==> src/rtl/gcrs_pkg.sv <==
// shared types and constants of the gray class run segmenter
`default_nettype none

package gcrs_pkg;

    localparam int PIX_W      = 16;
    localparam int POS_W      = 12;
    localparam int LEN_W      = 13;
    localparam int CLS_W      = 3;
    localparam int CFG_W      = 32;
    localparam int CFG_IDX_W  = 3;
    localparam int NUM_RANGES = 5;
    localparam int LEN_MAX    = 4096;

    // register indexes, which are also the classification priority order
    localparam logic [CFG_IDX_W-1:0] REG_WHITE  = 3'd0;
    localparam logic [CFG_IDX_W-1:0] REG_PLATE  = 3'd1;
    localparam logic [CFG_IDX_W-1:0] REG_SPRING = 3'd2;
    localparam logic [CFG_IDX_W-1:0] REG_BLACK  = 3'd3;
    localparam logic [CFG_IDX_W-1:0] REG_BAR    = 3'd4;

    typedef enum logic [CLS_W-1:0] {
        CLS_WHITE  = 3'd0,
        CLS_SPRING = 3'd1,
        CLS_PLATE  = 3'd2,
        CLS_BLACK  = 3'd3,
        CLS_OTHER  = 3'd4,
        CLS_BAR    = 3'd5
    } gray_class_t;

    typedef logic [NUM_RANGES-1:0][CFG_W-1:0] range_set_t;

    typedef struct packed {
        logic              line_done;
        logic [POS_W-1:0]  seg_end;
        logic [POS_W-1:0]  seg_start;
        logic [LEN_W-1:0]  seg_length;
        gray_class_t       seg_class;
    } seg_word_t;

    // up to two result words pushed in one cycle
    typedef struct packed {
        logic [1:0] cnt;
        seg_word_t  first;
        seg_word_t  second;
    } seg_push_t;

    typedef struct packed {
        logic room_for_two;
        logic out_valid;
    } fifo_status_t;

endpackage

`default_nettype wire

==> src/rtl/gcrs_classify.sv <==
// gray class lookup of one pixel against the five programmed ranges
`default_nettype none

module gcrs_classify (
    input  wire logic [gcrs_pkg::PIX_W-1:0] pixel,
    input  wire gcrs_pkg::range_set_t       ranges,
    output gcrs_pkg::gray_class_t           pix_class
);

    logic [gcrs_pkg::NUM_RANGES-1:0] hit;

    // inclusive bounds, low in the lower half; low above high never hits
    always_comb begin
        for (int i = 0; i < gcrs_pkg::NUM_RANGES; i++) begin
            hit[i] = (pixel >= ranges[i][15:0]) && (pixel <= ranges[i][31:16]);
        end
    end

    always_comb begin
        priority if (hit[gcrs_pkg::REG_WHITE]) begin
            pix_class = gcrs_pkg::CLS_WHITE;
        end else if (hit[gcrs_pkg::REG_PLATE]) begin
            pix_class = gcrs_pkg::CLS_PLATE;
        end else if (hit[gcrs_pkg::REG_SPRING]) begin
            pix_class = gcrs_pkg::CLS_SPRING;
        end else if (hit[gcrs_pkg::REG_BLACK]) begin
            pix_class = gcrs_pkg::CLS_BLACK;
        end else if (hit[gcrs_pkg::REG_BAR]) begin
            pix_class = gcrs_pkg::CLS_BAR;
        end else begin
            pix_class = gcrs_pkg::CLS_OTHER;
        end
    end

endmodule

`default_nettype wire

==> src/rtl/gcrs_res_fifo.sv <==
// four-entry result queue, two words in and one word out per cycle
`default_nettype none

module gcrs_res_fifo (
    input  wire logic              aclk,
    input  wire logic              aresetn,
    input  wire gcrs_pkg::seg_push_t push,
    input  wire logic              pop,
    output gcrs_pkg::seg_word_t    head,
    output gcrs_pkg::fifo_status_t status
);

    gcrs_pkg::seg_word_t entry_reg [4];
    logic [1:0] wr_ptr_reg, wr_ptr_next;
    logic [1:0] rd_ptr_reg, rd_ptr_next;
    logic [2:0] count_reg, count_next;
    logic       do_pop;

    assign do_pop      = pop && (count_reg != 3'd0);
    assign wr_ptr_next = wr_ptr_reg + push.cnt;
    assign rd_ptr_next = rd_ptr_reg + {1'b0, do_pop};
    assign count_next  = count_reg + {1'b0, push.cnt} - {2'b00, do_pop};

    always_ff @(posedge aclk) begin
        if (!aresetn) begin
            wr_ptr_reg <= 2'd0;
            rd_ptr_reg <= 2'd0;
            count_reg  <= 3'd0;
        end else begin
            wr_ptr_reg <= wr_ptr_next;
            rd_ptr_reg <= rd_ptr_next;
            count_reg  <= count_next;
        end
    end

    always_ff @(posedge aclk) begin
        if (push.cnt != 2'd0) begin
            entry_reg[wr_ptr_reg] <= push.first;
        end
        if (push.cnt == 2'd2) begin
            entry_reg[wr_ptr_reg + 2'd1] <= push.second;
        end
    end

    assign head                = entry_reg[rd_ptr_reg];
    assign status.out_valid    = (count_reg != 3'd0);
    assign status.room_for_two = (count_reg <= 3'd2);

    a_no_overflow: assert property (@(posedge aclk) disable iff (!aresetn)
        count_reg <= 3'd4)
        else $error("result queue over four words");

    a_push_fits: assert property (@(posedge aclk) disable iff (!aresetn)
        ({1'b0, push.cnt} + count_reg) <= 3'd4)
        else $error("push with no room in result queue");

    a_count_track: assert property (@(posedge aclk) disable iff (!aresetn)
        $past(aresetn) |->
        count_reg == $past(count_reg) + {1'b0, $past(push.cnt)}
                     - {2'b00, $past(do_pop)})
        else $error("result queue count out of step with pointers");

    a_ptr_gap: assert property (@(posedge aclk) disable iff (!aresetn)
        (wr_ptr_reg - rd_ptr_reg) == count_reg[1:0])
        else $error("result queue pointers disagree with count");

endmodule

`default_nettype wire

==> src/rtl/gray_class_run_segmenter_core.sv <==
// gray class run segmenter: splits an image line into runs of equal gray class
// Each pixel word is sorted into a gray class by five programmable inclusive
// ranges (white, plate, spring, black, bar, else other) and the current run is
// extended or closed. A closed run and the final run of a line (s_tlast) leave
// as words on the master side, m_tlast marking the final run. The block takes
// one pixel per clock: a pixel goes from the input register through the
// classifier and run update into a four-entry result queue, and the words it
// causes are registered in the queue and offered on the master side from
// there. The queue drains one word per clock while m_tready is high, so a pixel
// that both closes a run and ends the line leaves two words one after the other;
// the input stalls only while the queue holds three or more words. Run length
// saturates at the smaller of LINE_LENGTH and 4096.
`default_nettype none

module gray_class_run_segmenter_core #(
    parameter int LINE_LENGTH = 4096
) (
    input  wire logic        aclk,
    input  wire logic        aresetn,
    // pixel stream
    input  wire logic        s_tvalid,
    output logic             s_tready,
    input  wire logic [31:0] s_tdata,   // pixel[15:0], position[27:16], zero fill
    input  wire logic        s_tlast,   // last_pixel
    // run stream
    output logic             m_tvalid,
    input  wire logic        m_tready,
    output logic [39:0]      m_tdata,   // seg_class[2:0], seg_length[15:3],
                                        // seg_start[27:16], seg_end[39:28]
    output logic             m_tlast,   // line_done
    // configuration
    input  wire logic                            cfg_we,
    input  wire logic [gcrs_pkg::CFG_IDX_W-1:0]  cfg_addr,
    input  wire logic [gcrs_pkg::CFG_W-1:0]      cfg_wdata
);

    localparam int LenCap = (LINE_LENGTH < gcrs_pkg::LEN_MAX) ? LINE_LENGTH
                                                              : gcrs_pkg::LEN_MAX;
    localparam logic [gcrs_pkg::LEN_W-1:0] LEN_CAP = LenCap[gcrs_pkg::LEN_W-1:0];

    gcrs_pkg::range_set_t ranges_reg;

    logic                        in_valid_reg;
    logic [gcrs_pkg::PIX_W-1:0]  in_pixel_reg;
    logic [gcrs_pkg::POS_W-1:0]  in_pos_reg;
    logic                        in_last_reg;

    gcrs_pkg::gray_class_t       run_class_reg, run_class_next;
    logic [gcrs_pkg::LEN_W-1:0]  run_length_reg, run_length_next;
    logic [gcrs_pkg::POS_W-1:0]  run_start_reg, run_start_next;

    gcrs_pkg::gray_class_t       pix_class;
    gcrs_pkg::seg_push_t         push;
    gcrs_pkg::seg_word_t         closed_word, final_word, head;
    gcrs_pkg::fifo_status_t      status;

    logic proc, run_open, change;
    gcrs_pkg::gray_class_t       upd_class;
    logic [gcrs_pkg::LEN_W-1:0]  upd_length;
    logic [gcrs_pkg::POS_W-1:0]  upd_start;

    always_ff @(posedge aclk) begin
        if (!aresetn) begin
            ranges_reg <= '0;
        end else if (cfg_we) begin
            unique case (cfg_addr)
                gcrs_pkg::REG_WHITE:  ranges_reg[gcrs_pkg::REG_WHITE]  <= cfg_wdata;
                gcrs_pkg::REG_PLATE:  ranges_reg[gcrs_pkg::REG_PLATE]  <= cfg_wdata;
                gcrs_pkg::REG_SPRING: ranges_reg[gcrs_pkg::REG_SPRING] <= cfg_wdata;
                gcrs_pkg::REG_BLACK:  ranges_reg[gcrs_pkg::REG_BLACK]  <= cfg_wdata;
                gcrs_pkg::REG_BAR:    ranges_reg[gcrs_pkg::REG_BAR]    <= cfg_wdata;
                default: ;
            endcase
        end
    end

    // input register
    assign proc     = in_valid_reg && status.room_for_two;
    assign s_tready = !in_valid_reg || proc;

    always_ff @(posedge aclk) begin
        if (!aresetn) begin
            in_valid_reg <= 1'b0;
        end else if (s_tready) begin
            in_valid_reg <= s_tvalid;
        end
    end

    always_ff @(posedge aclk) begin
        if (s_tready && s_tvalid) begin
            in_pixel_reg <= s_tdata[15:0];
            in_pos_reg   <= s_tdata[27:16];
            in_last_reg  <= s_tlast;
        end
    end

    gcrs_classify u_classify (
        .pixel     (in_pixel_reg),
        .ranges    (ranges_reg),
        .pix_class (pix_class)
    );

    // run update
    assign run_open = (run_length_reg != '0);
    assign change   = run_open && (pix_class != run_class_reg);

    always_comb begin
        if (!run_open || change) begin
            upd_class  = pix_class;
            upd_length = gcrs_pkg::LEN_W'(1);
            upd_start  = in_pos_reg;
        end else begin
            upd_class  = run_class_reg;
            upd_length = (run_length_reg < LEN_CAP) ? run_length_reg + 1'b1
                                                    : run_length_reg;
            upd_start  = run_start_reg;
        end
    end

    always_comb begin
        closed_word.seg_class  = run_class_reg;
        closed_word.seg_length = run_length_reg;
        closed_word.seg_start  = run_start_reg;
        closed_word.seg_end    = in_pos_reg - 1'b1;
        closed_word.line_done  = 1'b0;

        final_word.seg_class   = upd_class;
        final_word.seg_length  = upd_length;
        final_word.seg_start   = upd_start;
        final_word.seg_end     = in_pos_reg;
        final_word.line_done   = 1'b1;
    end

    always_comb begin
        push.first  = change ? closed_word : final_word;
        push.second = final_word;
        if (!proc) begin
            push.cnt = 2'd0;
        end else begin
            push.cnt = {1'b0, change} + {1'b0, in_last_reg};
        end
    end

    always_comb begin
        run_class_next  = run_class_reg;
        run_length_next = run_length_reg;
        run_start_next  = run_start_reg;
        if (proc) begin
            if (in_last_reg) begin
                run_class_next  = gcrs_pkg::CLS_WHITE;
                run_length_next = '0;
                run_start_next  = '0;
            end else begin
                run_class_next  = upd_class;
                run_length_next = upd_length;
                run_start_next  = upd_start;
            end
        end
    end

    always_ff @(posedge aclk) begin
        if (!aresetn) begin
            run_class_reg  <= gcrs_pkg::CLS_WHITE;
            run_length_reg <= '0;
            run_start_reg  <= '0;
        end else begin
            run_class_reg  <= run_class_next;
            run_length_reg <= run_length_next;
            run_start_reg  <= run_start_next;
        end
    end

    gcrs_res_fifo u_res_fifo (
        .aclk    (aclk),
        .aresetn (aresetn),
        .push    (push),
        .pop     (m_tready),
        .head    (head),
        .status  (status)
    );

    assign m_tvalid = status.out_valid;
    assign m_tdata  = {head.seg_end, head.seg_start, head.seg_length, head.seg_class};
    assign m_tlast  = head.line_done;

    a_open_len: assert property (@(posedge aclk) disable iff (!aresetn)
        (proc && !in_last_reg) |=> (run_length_reg != '0))
        else $error("run closed without a last pixel");

    a_len_cap: assert property (@(posedge aclk) disable iff (!aresetn)
        run_length_reg <= LEN_CAP)
        else $error("run length above cap");

    a_last_closes: assert property (@(posedge aclk) disable iff (!aresetn)
        (proc && in_last_reg) |=> (run_length_reg == '0))
        else $error("run left open after last pixel");

endmodule

`default_nettype wire

==> config.mk <==
export PLATFORM = sky130hd
export DESIGN_NAME = gray_class_run_segmenter_core
export DESIGN_NICKNAME = d
export VERILOG_FILES = /design/src/rtl/gcrs_pkg.sv /design/src/rtl/gcrs_classify.sv /design/src/rtl/gcrs_res_fifo.sv /design/src/rtl/gray_class_run_segmenter_core.sv
export SDC_FILE = /design/constraint.sdc
export NUM_CORES = 1
export LEC_CHECK = 0
export BUFFER_PORTS_ARGS = -buffer_cell sky130_fd_sc_hd__buf_4
export CAP_MARGIN = 40
export CORE_MARGIN = 1
export CORE_UTILIZATION = 55
export DETAILED_ROUTE_END_ITERATION = 6
export PLACE_DENSITY = 0.76
export SYNTH_ARGS = -nofsm -noshare
export SYNTH_HDL_FRONTEND = slang
export SYNTH_SLANG_ARGS = --single-unit
export TNS_END_PERCENT = 50
==> constraint.sdc <==
create_clock -name aclk -period 5.95 [get_ports aclk]
set_input_delay 0.2975 -clock aclk [delete_from_list [all_inputs] [get_ports aclk]]
set_output_delay 0.2975 -clock aclk [all_outputs]
set_load 0.05 [all_outputs]
After elaboration in Yosys (flattened, before gate mapping). Memory sizes are Yosys's and may differ from the RTL's. A register that Yosys moved wholly into a read port is not among the register bits. Cells that the tools add are included. W data, S select, Z words.

Flip-flop bits (word level): 225. Output and inout bits: 43. Memories kept: 1. Word-level logic and storage cells: 83. Input bits: 73. Latch bits: 0. RAM bits: 164. ROM bits: 0.

Memories: u_res_fifo.entry_reg (depth 4, bits a word 41, read ports 1, clocked after memory_dff 1, write ports 2, RTL line gcrs_res_fifo.sv:13) `gcrs_pkg::seg_word_t entry_reg [4];`.

Eq/ne operators: 6. Add/sub/neg operators: 8. Bitwise gates (word level): 0. Magnitude comparators: 12. Reduce and logical (&&, ||, !) cells: 22. Multiply operators: 0. Divide/modulo/power cells: 0. Muxes and demuxes: 19. Shifts and indexed selects: 0.

Operator list (number): $ge A16 B16 Y1 (5); $le A16 B16 Y1 (5); $mux W41 (1); $mux W13 (3); $mux W12 (2); $mux W3 (6); $add A13 B1 Y13 const B (1); $lt A13 B13 Y1 const B (1); $reduce_bool A13 Y1 (1); $sub A12 B1 Y12 const B (1); $reduce_and A2 Y1 (5); $logic_and A1 B1 Y1 (9); $eq A3 B2 Y1 const B (2); $mux W1 (5); $mux W2 (2); $add A3 B2 Y3 (1); $eq A3 B1 Y1 const B (1); $eq A3 B3 Y1 const B (1); $le A3 B2 Y1 const B (1); $logic_not A3 Y1 (1); $ne A3 B3 Y1 (1); $reduce_bool A3 Y1 (1); $sub A3 B1 Y3 (1); $add A1 B1 Y2 (1); 7 further kinds (9).

Logic depth before layout (Yosys ltp). Gate-level depths: netlist of run 1.

Depth in word-level cells: 14. Mapped depth: 22. Mapped depth without buffers: 19.

Hierarchy. Synthesis of run 1 repeated with hierarchy kept, for this count alone.

Cells, all modules: 2084. Area, all modules: 21687.0 um^2.

Modules (own cells, without submodules): gray_class_run_segmenter_core (cells each 1098, sequential area each 4654.5 um^2, times used 1, area an instance 9361.5 um^2); gcrs_res_fifo (cells each 443, sequential area each 5064.9 um^2, times used 1, area an instance 8389.3 um^2); gcrs_classify (cells each 543, sequential area each 0.0 um^2, times used 1, area an instance 3936.3 um^2).

Least setup slack after synthesis of run 1. No wires, ideal clock.

Kind: flip-flop to flip-flop. From: reg in_pixel_reg[5] in the netlist's numbering. To: mem u_res_fifo.entry_reg[2][30] in the netlist's numbering (data pin). Slack: 0.349 ns. Data required time: 5.694 ns. Path buffers: 4. Stages on the path, launching flop included: 22. Clock period less this slack: 5.601 ns. Library setup time: 0.256 ns. Arrival: 5.346 ns. Cells stage by stage: edfxtp_1 -> ha_1 -> o21a_1 -> o211ai_1 -> a2111oi_2 -> a21oi_1 -> or3_4 -> and4_1 -> buf_2 -> a311o_4 -> a21oi_4 -> buf_2 -> ha_1 -> o21ai_1 -> or2_2 -> clkbuf_1 -> and2_1 -> clkbuf_1 -> inv_1 -> nand2_1 -> a31oi_1 -> a31o_2.

RTL lines: start: declaration (RTL line gray_class_run_segmenter_core.sv:44) `logic [gcrs_pkg::PIX_W-1:0] in_pixel_reg;`; start signal: assignment (RTL line gray_class_run_segmenter_core.sv:91) `in_pixel_reg <= s_tdata[15:0];`; end: declaration (RTL line gcrs_res_fifo.sv:13).

==> run_results.csv, run 1 <==
group,metric,value,unit
floorplanning,row_count,71,
cts,numCtsBuffers,43,
floorplanning,die_w,198,um
yosys,synth-edff-count,189,
setup_path,worst_ep_required_time,6300,ps
placement,post_dp_cell_area,0.0224,sq mm
routing,via_count,17300,
routing,wirelength,57400,um
min_path,hp-class,"primary input to flip-flop",
timing,maxSlewViolCount,0,
yosys,synth_area_leaders,"edfxtp_1 27%, dfxtp_1 19%, ha_1 10%, nand2_1 6.8%, a21oi_1 5.5%",
yosys,synthCells,2165,
final_layout,fin_area,0.0245,sq mm
timing,tightest_slew,973,ps
cts,cts.clk_slew.worst_paths,60,ps
yosys,ys_ff_latch,389,
final_layout,fin_cells,2826,
yosys,syn_avg_cell_area,9.73,sq um
floorplanning,core_area,0.0377,sq mm
global_route,antenna_found_initial,0,
timing,fin_tns_setup,0,ps
global_route,grt-ovfl-total,0,
yosys,seq_area_frac_synth,45.9,%
final_layout,drive_above_1_share,14.6,%
setup_path,cp_cell_sequence,"ha_1 -> a21oi_1 -> o21ai_0 -> a221o_1 -> a21oi_1 -> nor3_1 -> a2111oi_0 -> a311o_4 -> a21oi_4 -> ha_1 -> o21ai_2 -> or2_2 -> and2_1 -> clkinv_1 -> buf_12 -> nand2_1 -> a31oi_1 -> a31o_2",
setup_path,crit_arrival,5930,ps
yosys,yosysUniqueCellTypes,81,
setup_path,cpPeakStageDelay,770,ps
floorplanning,fp.dieArea,0.0391,sq mm
yosys,ys.flop_type,"dfxtp_1",
setup_path,crit_family,"compound AO/OA/AOI/OAI gates",
setup_path,crit_fanout,31,
setup_path,worstSetupPathType,"flip-flop to flip-flop",
setup_path,cpMaxStageDelayCell,"edfxtp_1",
cts,cts_max_level,2,
final_layout,fin_util,64.9,%
cts,insertion_delay,590,ps
setup_path,cp_num_buf_inv,2,
yosys,syn_area,0.0211,sq mm
routing,firstDrtPassIters,6,
final_layout,areaGrowthSynthToFinish,16.1,%
final_layout,final_nets,2523,
global_route,grt_max_degree,71,
final_layout,largest_reg_flops,164,
final_layout,final_common_cell,"nand2_1",
placement,place_hpwl,38100,um
yosys,syn_nets,2408,
cts,cts_tree,"done",
floorplanning,start_util,55.9,%
power,leakagePower,0.00871,uW
timing,fin_worst_skew,29.6,ps
global_route,grt_pass1_wl,89800,um
routing,vias_per_cell,6.12,
yosys,yosysTopAreaCell,"edfxtp_1",
power,ir_worst_vdd,0.255,mV
floorplanning,die-height,198,um
routing,drtAntennaViolNets,0,
setup_path,cp-start-kind,"flip-flop",
timing,min_period_over_period,93.8,%
timing,finalSetupViolations,0,
run,drv_cap,0,
yosys,async_flop_share,0,%
yosys,netlist.area_leader.share,26.9,%
floorplanning,design.portCount,116,
cts,root_buffer,"clkbuf_16",
placement,gp_congestion,0.880,
power,p_per_area,316,mW/mm^2
setup_path,cp-end-kind,"flip-flop",
timing,period_minus_slack,5580,ps
timing,fmax,179,MHz
routing,drc_errors,0,
cts,clk_path_buf_depth,3,
global_route,grt_pass1_vias,16900,
timing,slew_headroom,34.6,%
cts,clkSinkCount,389,
timing,hold_viol,0,
placement,port_buffers,111,
final_layout,final_cell_mix,"382 x nand2_1, 231 x a21oi_1, 198 x dfxtp_1",
routing,wire_per_inst,20.3,um
placement,numPlacedInstances,2692,
yosys,yosysWarnings,0,
outcome,status,"finished, final reports clean",
global_route,grt_use_total,29.5,%
final_layout,fillers,3011,
final_layout,diodes,0,
routing,dr.first_iter.drc_count,1660,
timing,rsz0062_at_grt,"false",
area by class of cell:
cell class                 instances  area (sq um)  area share, %
multi-input combinational       1445         10100           41.2
clock inverter                    17           178          0.726
tap                              511           639           2.61
sequential                       389          9680           39.6
inverter                         178           671           2.74
timing repair buffer             223          1900           7.77
clock buffer                      63          1310           5.35
final timing paths:
path	to	cells past startpoint	slack (ps)	startpoint
hold reg to reg	ranges_reg[154]$_SDFFE_PN0P_	2	450	ranges_reg[154]$_SDFFE_PN0P_
setup reg to reg	u_res_fifo.entry_reg[3][30]$_DFFE_PP_	18	370	in_pixel_reg[11]$_DFFE_PP_
hold / removal	ranges_reg[5]$_SDFFE_PN0P_	3	20	cfg_wdata[5]
setup / recovery	u_res_fifo.entry_reg[3][30]$_DFFE_PP_	18	370	in_pixel_reg[11]$_DFFE_PP_
timing repair:
| item | in CTS | in global routing |
|---|---|---|
| setup endpoints to repair | 0 | 9 |
| buffers inserted | 0 | 10 |
| hold buffers | 44 | 0 |
| resized for setup | 0 | 2 |
| hold endpoints to repair | 59 | 0 |
layer usage:
layer / track usage, % / up-vias / share of wire [%]
met1: 37.1 / 8282 / 40
li1: - / 8083 / -
met3: 4.39 / 128 / 7.3
met2: 51.1 / 792 / 50
met4: 11.3 / 0 / 2.7
met5: 0 / - / 0
metrics by stage:
step	setup WS [ps]	hold WS, ps	total power (uW)
detailed placement	274	446	4940
global placement	444	442	4870
floorplan	349	396	4390
global route	173	8.44	8010
finish	368	20.7	7730
CTS	262	0.883	7730
power breakdown:
group	switching (uW)	total (uW)	internal, uW	leakage, uW
clock network	1130	2790	1670	0.000729
registers	145	3070	2930	0.00336
logic	1180	1870	685	0.00462
cell families (layout without fill, tap and decap cells):
group	after synthesis	count (layout)	share of synthesized area [%]
and+or+nand+nor	618	618	13.1
buffers and inverters	331	481	6.36
adders and majority gates	170	170	10.1
DFF	389	389	45.9
xor gates and xnor gates	13	13	0.540
muxes	42	42	4.43
AOI/OAI and AO/OA	602	602	19.5
synthesized netlist by cell type, types with 6 or more instances:
cell and n:
a21oi_1 231, buf_6 8, a21o_1 32, nand2_1 382, a32o_1 57, clkbuf_1 117
nand3_1 28, edfxtp_1 189, nand4_1 22, and2_1 14, buf_1 10, inv_1 177
o211ai_1 8, nor2b_1 8, or3_1 7, nor3_1 18, dfxtp_1 200, a22o_1 40
a211oi_1 22, o21ai_0 61, or2_2 10, buf_4 6, a31oi_1 62, nor2_1 55
xnor2_1 9, nand2b_1 25, nor4_1 8, buf_2 10, a31o_2 9, and3_1 23
o21a_1 13, mux4_2 41, ha_1 169
worst register-to-register path, stage by stage, from the launching register on:
cell       delay (ps)
edfxtp_1          770
ha_1              380
a21oi_1           180
o21ai_0           130
a221o_1           360
a21oi_1           270
nor3_1            190
a2111oi_0         540
a311o_4           370
a21oi_4           100
ha_1              380
o21ai_2           340
or2_2             310
and2_1            190
clkinv_1          210
buf_12            250
nand2_1           120
a31oi_1            50
a31o_2            220
Note: power is estimated with default switching activity, not from simulation.
==> inputs of run 2 (changes only) <==
- RECOVER_POWER: unset -> 100
==> run 2 against run 1 <==
  * The flow now finishes with violations (capacitance limit, slew limit)
  * Critical path depth down 1
  * Largest power group unchanged
  * Clock skew fell by 2.3 ps
  * Count of clock-buffer cells in the layout did not move
  * Final area down 1.4%
  * Worst hold slack got worse by 0.85 ps
  * Highest routed layer unchanged
  * Combinational power is 6% lower
  * Register-to-register slack lost 30 ps
  * Critical endpoint is now u_res_fifo.entry_reg[0][18]$_DFFE_PP_
  * Fmax decreased by 0.61%
  * Critical path type unchanged
  * Setup slack got worse by 34 ps
  * Flip-flop and latch count did not move
==> run_results.csv, run 2 (same netlist as run 1, synthesis figures left out) <==
group,metric,value,unit
outcome,status,"complete, but fails checks",
outcome,violations,"capacitance limit, slew limit",
routing,dr.first_iter.drc_count,1569,
final_layout,diodes,0,
setup_path,crit_arrival,5880,ps
min_path,hp-class,"primary input to flip-flop",
power,leakagePower,0.00845,uW
cts,cts_max_level,2,
floorplanning,core_area,0.0377,sq mm
setup_path,path_common_cell,"ha_1",
timing,fin_worst_skew,27.3,ps
routing,firstDrtPassIters,6,
min_path,min_path_cells,3,
setup_path,cp-start-kind,"flip-flop",
setup_path,crit_fanout,17,
placement,place_hpwl,38100,um
setup_path,cp_num_buf_inv,4,
global_route,met3_usage,4.39,%
floorplanning,design.portCount,116,
global_route,grt_pass1_wl,89800,um
routing,vias_per_cell,6.09,
setup_path,cp_cell_sequence,"ha_1 -> nand4_1 -> or2_2 -> a211oi_1 -> nor4b_1 -> buf_4 -> o32ai_2 -> and4_1 -> a311o_4 -> a21oi_1 -> ha_1 -> o21ai_2 -> nor3_1 -> a31oi_1 -> clkbuf_1 -> inv_1 -> clkbuf_4",
final_layout,largest_reg_flops,164,
floorplanning,fp.dieArea,0.0391,sq mm
final_layout,final_cell_mix,"382 x nand2_1, 233 x a21oi_1, 199 x dfxtp_1",
final_layout,areaGrowthSynthToFinish,14.4,%
timing,tightest_slew,2900,ps
timing,maxSlewViolCount,196,
timing,rsz0062_at_grt,"false",
cts,cts.clk_slew.worst_paths,60,ps
global_route,grt-busiest-layer,"met2",
placement,numPlacedInstances,2692,
routing,via_count,17200,
power,ir_worst_vdd,0.255,mV
timing,min_period_over_period,94.4,%
global_route,met2_usage,51.1,%
global_route,grtUsageMet1,37.1,%
timing,finalSetupViolations,0,
cts,clk_path_buf_depth,3,
final_layout,final_nets,2523,
cts,insertion_delay,590,ps
timing,hold_viol,0,
cts,cts_tree,"done",
global_route,grt_use_total,29.5,%
final_layout,fillers,3097,
floorplanning,row_count,71,
power,p_per_area,315,mW/mm^2
timing,period_minus_slack,5620,ps
cts,root_buffer,"clkbuf_16",
setup_path,cpMaxStageDelayCell,"edfxtp_1",
setup_path,worst_ep_required_time,6210,ps
final_layout,multi_input_area,0.0100,sq mm
routing,wire_per_inst,20.3,um
floorplanning,die-height,198,um
final_layout,drive_above_1_share,11.7,%
setup_path,cp-end-kind,"flip-flop",
placement,port_buffers,111,
global_route,grt_max_degree,71,
floorplanning,start_util,55.9,%
floorplanning,die_w,198,um
global_route,grt-ovfl-total,0,
setup_path,reg2reg_depth,17,
timing,slew_headroom,-93.4,%
cts,numCtsBuffers,43,
final_layout,final_common_cell,"nand2_1",
run,drv_cap,5,
setup_path,worstSetupPathType,"flip-flop to flip-flop",
cts,clkSinkCount,389,
routing,drtAntennaViolNets,0,
placement,gp_congestion,0.880,
routing,wirelength,57300,um
routing,drc_errors,0,
final_layout,fin_cells,2826,
global_route,grt_pass1_vias,16900,
timing,fmax,178,MHz
timing,fin_tns_setup,0,ps
final_layout,seqCellArea,0.00968,sq mm
setup_path,cpPeakStageDelay,650,ps
setup_path,crit_family,"simple AND/OR/NAND/NOR gates",
setup_path,path_depth,17,
global_route,antenna_found_initial,0,
-- run 2: path summary, 6_finish.rpt --
| check | slack [ps] | startpoint | to |
|---|---|---|---|
| setup reg to reg | 330 | in_pixel_reg[14]$_DFFE_PP_ | u_res_fifo.entry_reg[0][18]$_DFFE_PP_ |
| setup / recovery | 330 | in_pixel_reg[14]$_DFFE_PP_ | u_res_fifo.entry_reg[0][18]$_DFFE_PP_ |
| hold reg to reg | 450 | ranges_reg[154]$_SDFFE_PN0P_ | ranges_reg[154]$_SDFFE_PN0P_ |
| hold / removal | 20 | cfg_wdata[2] | ranges_reg[34]$_SDFFE_PN0P_ |
-- run 2: stage by stage --
step / hold slack, ps / worst slack, ps / total power [uW] / utilization [%] / area, sq um
finish: 19.9 / 334 / 7600 / 64.0 / 24100
global route: 8.44 / 91.2 / 7890 / 64.0 / 24100
CTS: 0.883 / 262 / 7730 / 64.6 / 24300
detailed placement: 446 / 274 / 4940 / 59.5 / 22400
global placement: 442 / 444 / 4870 / 59.2 / 22300
floorplan: 396 / 349 / 4390 / - / 21100
-- run 2: area by class of cell --
cell class / count / share of cell area (%)
sequential: 389 / 40.1
clock buffer: 63 / 5.43
timing repair buffer: 223 / 6.73
inverter: 178 / 2.78
multi-input combinational: 1445 / 41.5
tap: 511 / 2.65
clock inverter: 17 / 0.737
-- run 2: report_power, final --
| part | switching (uW) | total [uW] | internal, uW |
|---|---|---|---|
| Sequential | 144 | 3070 | 2930 |
| Combinational | 1170 | 1750 | 577 |
| Clock | 1120 | 2780 | 1670 |
| Total | 2430 | 7600 | 5170 |
-- run 2: what timing repair did --
item,4_1_cts,5_1_grt
hold buffers,44,0
setup endpoints to repair,0,9
hold endpoints to repair,59,0
setup buffers,0,10
resized for setup,0,2
-- run 2: worst min-delay path, cell delays in order --
cell	delay, ps
buf_4	130
nand2_1	60
a21oi_1	50
-- run 2: metal layers --
metal  vias to the layer above  share of wire (%)
met1                      8234                 40
met4                         0                3.0
li1                       8085                  -
met3                       140                7.4
met5                         -                  0
met2                       746                 50
==> inputs of run 3 (changes only) <==
- CORE_MARGIN: 1 -> 4
- CTS_BUF_LIST: unset -> sky130_fd_sc_hd__clkbuf_8
- PLACE_DENSITY: 0.76 -> unset
- PLACE_DENSITY_LB_ADDON: unset -> 0.2
==> run 3 against run 2 <==
  * The flow still finishes with violations (capacitance limit, slew limit)
  * Clock power decreased by 16%
  * Largest cell class unchanged
  * Setup slack improved by 64 ps
  * Register-to-register slack improved by 60 ps
==> run_results.csv, run 3 (same netlist as run 1, synthesis figures left out) <==
group,metric,value,unit
timing,hold_viol,0,
outcome,violations,"capacitance limit, slew limit",
routing,via_count,17300,
floorplanning,die_w,204,um
timing,min_period_over_period,93.3,%
timing,maxSlewViolCount,118,
routing,wl_met3,4100,um
final_layout,final_nets,2556,
timing,fmax,180,MHz
placement,gp_congestion,0.845,
timing,finalSetupViolations,0,
routing,wirelength,57900,um
setup_path,crit_fanout,17,
placement,port_buffers,111,
cts,clk_path_buf_depth,3,
floorplanning,core_area,0.0378,sq mm
setup_path,crit_arrival,5830,ps
routing,top_layer_used,"met4",
outcome,status,"complete, but fails checks",
routing,drc_errors,0,
power,leakagePower,0.00851,uW
min_path,hp-class,"primary input to flip-flop",
power,total_power,7130,uW
timing,fin_worst_skew,30.4,ps
cts,cts.clk_slew.worst_paths,60,ps
floorplanning,die-height,204,um
power,p_per_area,298,mW/mm^2
timing,period_minus_slack,5550,ps
final_layout,areaGrowthSynthToFinish,13.6,%
cts,root_buffer,"clkbuf_8",
floorplanning,row_count,71,
timing,tightest_slew,2760,ps
timing,slew_headroom,-85.3,%
routing,wl_met2,28300,um
setup_path,cpPeakStageDelay,860,ps
floorplanning,start_util,55.8,%
routing,dr.first_iter.drc_count,1347,
global_route,grt_use_total,27.8,%
setup_path,rrSetupSlack,400,ps
global_route,grt_pass1_vias,17300,
setup_path,worst_ep_required_time,6230,ps
global_route,grt_pass1_wl,91700,um
cts,cts_max_level,3,
final_layout,largest_reg_flops,164,
setup_path,worstSetupPathType,"flip-flop to flip-flop",
routing,wl_met1,23400,um
setup_path,cp-end-kind,"flip-flop",
timing,fin_tns_setup,0,ps
final_layout,diodes,0,
cts,cts_tree,"done",
run,drv_cap,3,
cts,numCtsBuffers,70,
cts,clkSinkCount,389,
final_layout,final_common_cell,"nand2_1",
final_layout,drive_above_1_share,12.3,%
floorplanning,fp.dieArea,0.0415,sq mm
cts,insertion_delay,620,ps
timing,whs,241,ps
setup_path,cp-start-kind,"flip-flop",
routing,firstDrtPassIters,5,
setup_path,cp_num_buf_inv,2,
setup_path,crit_family,"compound AO/OA/AOI/OAI gates",
placement,place_hpwl,38200,um
setup_path,cp_cell_sequence,"ha_1 -> a21o_1 -> a21oi_1 -> o21ai_0 -> and3_1 -> o32ai_2 -> and4_1 -> a311o_4 -> a21oi_1 -> ha_1 -> o21ai_1 -> or2_2 -> and2_0 -> inv_2 -> clkbuf_2",
routing,vias_per_cell,6.01,
global_route,grt_max_degree,76,
power,ir_worst_vdd,0.181,mV
floorplanning,design.portCount,116,
routing,drtAntennaViolNets,0,
final_layout,final_cell_mix,"382 x nand2_1, 234 x a21oi_1, 201 x inv_1",
cts,cts_setup_buffers,0,
global_route,antenna_found_initial,0,
global_route,grt-ovfl-total,0,
timing,rsz0062_at_grt,"false",
routing,wire_per_inst,20.2,um
setup_path,cpMaxStageDelayCell,"edfxtp_1",
## run 3: changes by cell type in the layout (fill, tap and decap cells not counted), sizes merged
| cell | before | now |
|---|---|---|
| clkinv | 13 | 5 |
| dlygate4sd3 | 44 | 63 |
| bufinv | 3 | 0 |
| inv | 177 | 204 |
| buf | 80 | 79 |
| clkbuf | 162 | 169 |
| clkinvlp | 2 | 5 |
## run 3: metrics by stage
stage	setup WS (ps)	cell area [sq um]	util, %	std cells
after global routing	106	23900	63.4	2870
after CTS	536	24300	64.2	2870
after detailed placement	565	22300	59.2	2689
after floorplan	349	21100	-	2165
after global placement	572	22300	59.0	2684
final	398	23900	63.4	2870
## run 3: timing repair
action | 4_1_cts | 5_1_grt
endpoints found under the hold margin | 192 | 0
hold buffers | 63 | 0
setup endpoints to repair | 0 | 0
gates resized for setup | 0 | 0
## run 3: area by class of cell
cell class | instances | area, sq um
Clock inverter | 36 | 156
Inverter | 178 | 669
Multi-Input combinational cell | 1445 | 10000
Sequential cell | 389 | 9680
Clock buffer | 82 | 1130
Tap cell | 511 | 639
Timing Repair Buffer | 229 | 1670
Fill cell | 3121 | 13800
## run 3: worst min-delay path, stage by stage
cell and delay, ps:
buf_4 80, and2_0 180, ha_1 140, and2_1 110
## run 3: metal layers
| layer | vias up | track usage [%] |
|---|---|---|
| li1 | 8143 | - |
| met1 | 8252 | 35.2 |
| met2 | 692 | 47.6 |
| met3 | 175 | 4.85 |
| met4 | 0 | 10.9 |
| met5 | - | 0 |
## run 3: worst paths after layout
| check | end | start | cells past startpoint |
|---|---|---|---|
| max reg2reg | u_res_fifo.entry_reg[2][22]$_DFFE_PP_ | in_pixel_reg[5]$_DFFE_PP_ | 15 |
| min reg2reg | ranges_reg[106]$_SDFFE_PN0P_ | ranges_reg[106]$_SDFFE_PN0P_ | 2 |
| max | u_res_fifo.entry_reg[2][22]$_DFFE_PP_ | in_pixel_reg[5]$_DFFE_PP_ | 15 |
| min | u_res_fifo.rd_ptr_reg[0]$_SDFF_PN0_ | m_tready | 4 |
## run 3: where the power goes
part           switching, uW  internal [uW]  total [uW]
Sequential               152           2930        3080
Clock                   1080           1240        2330
Combinational           1150            568        1720
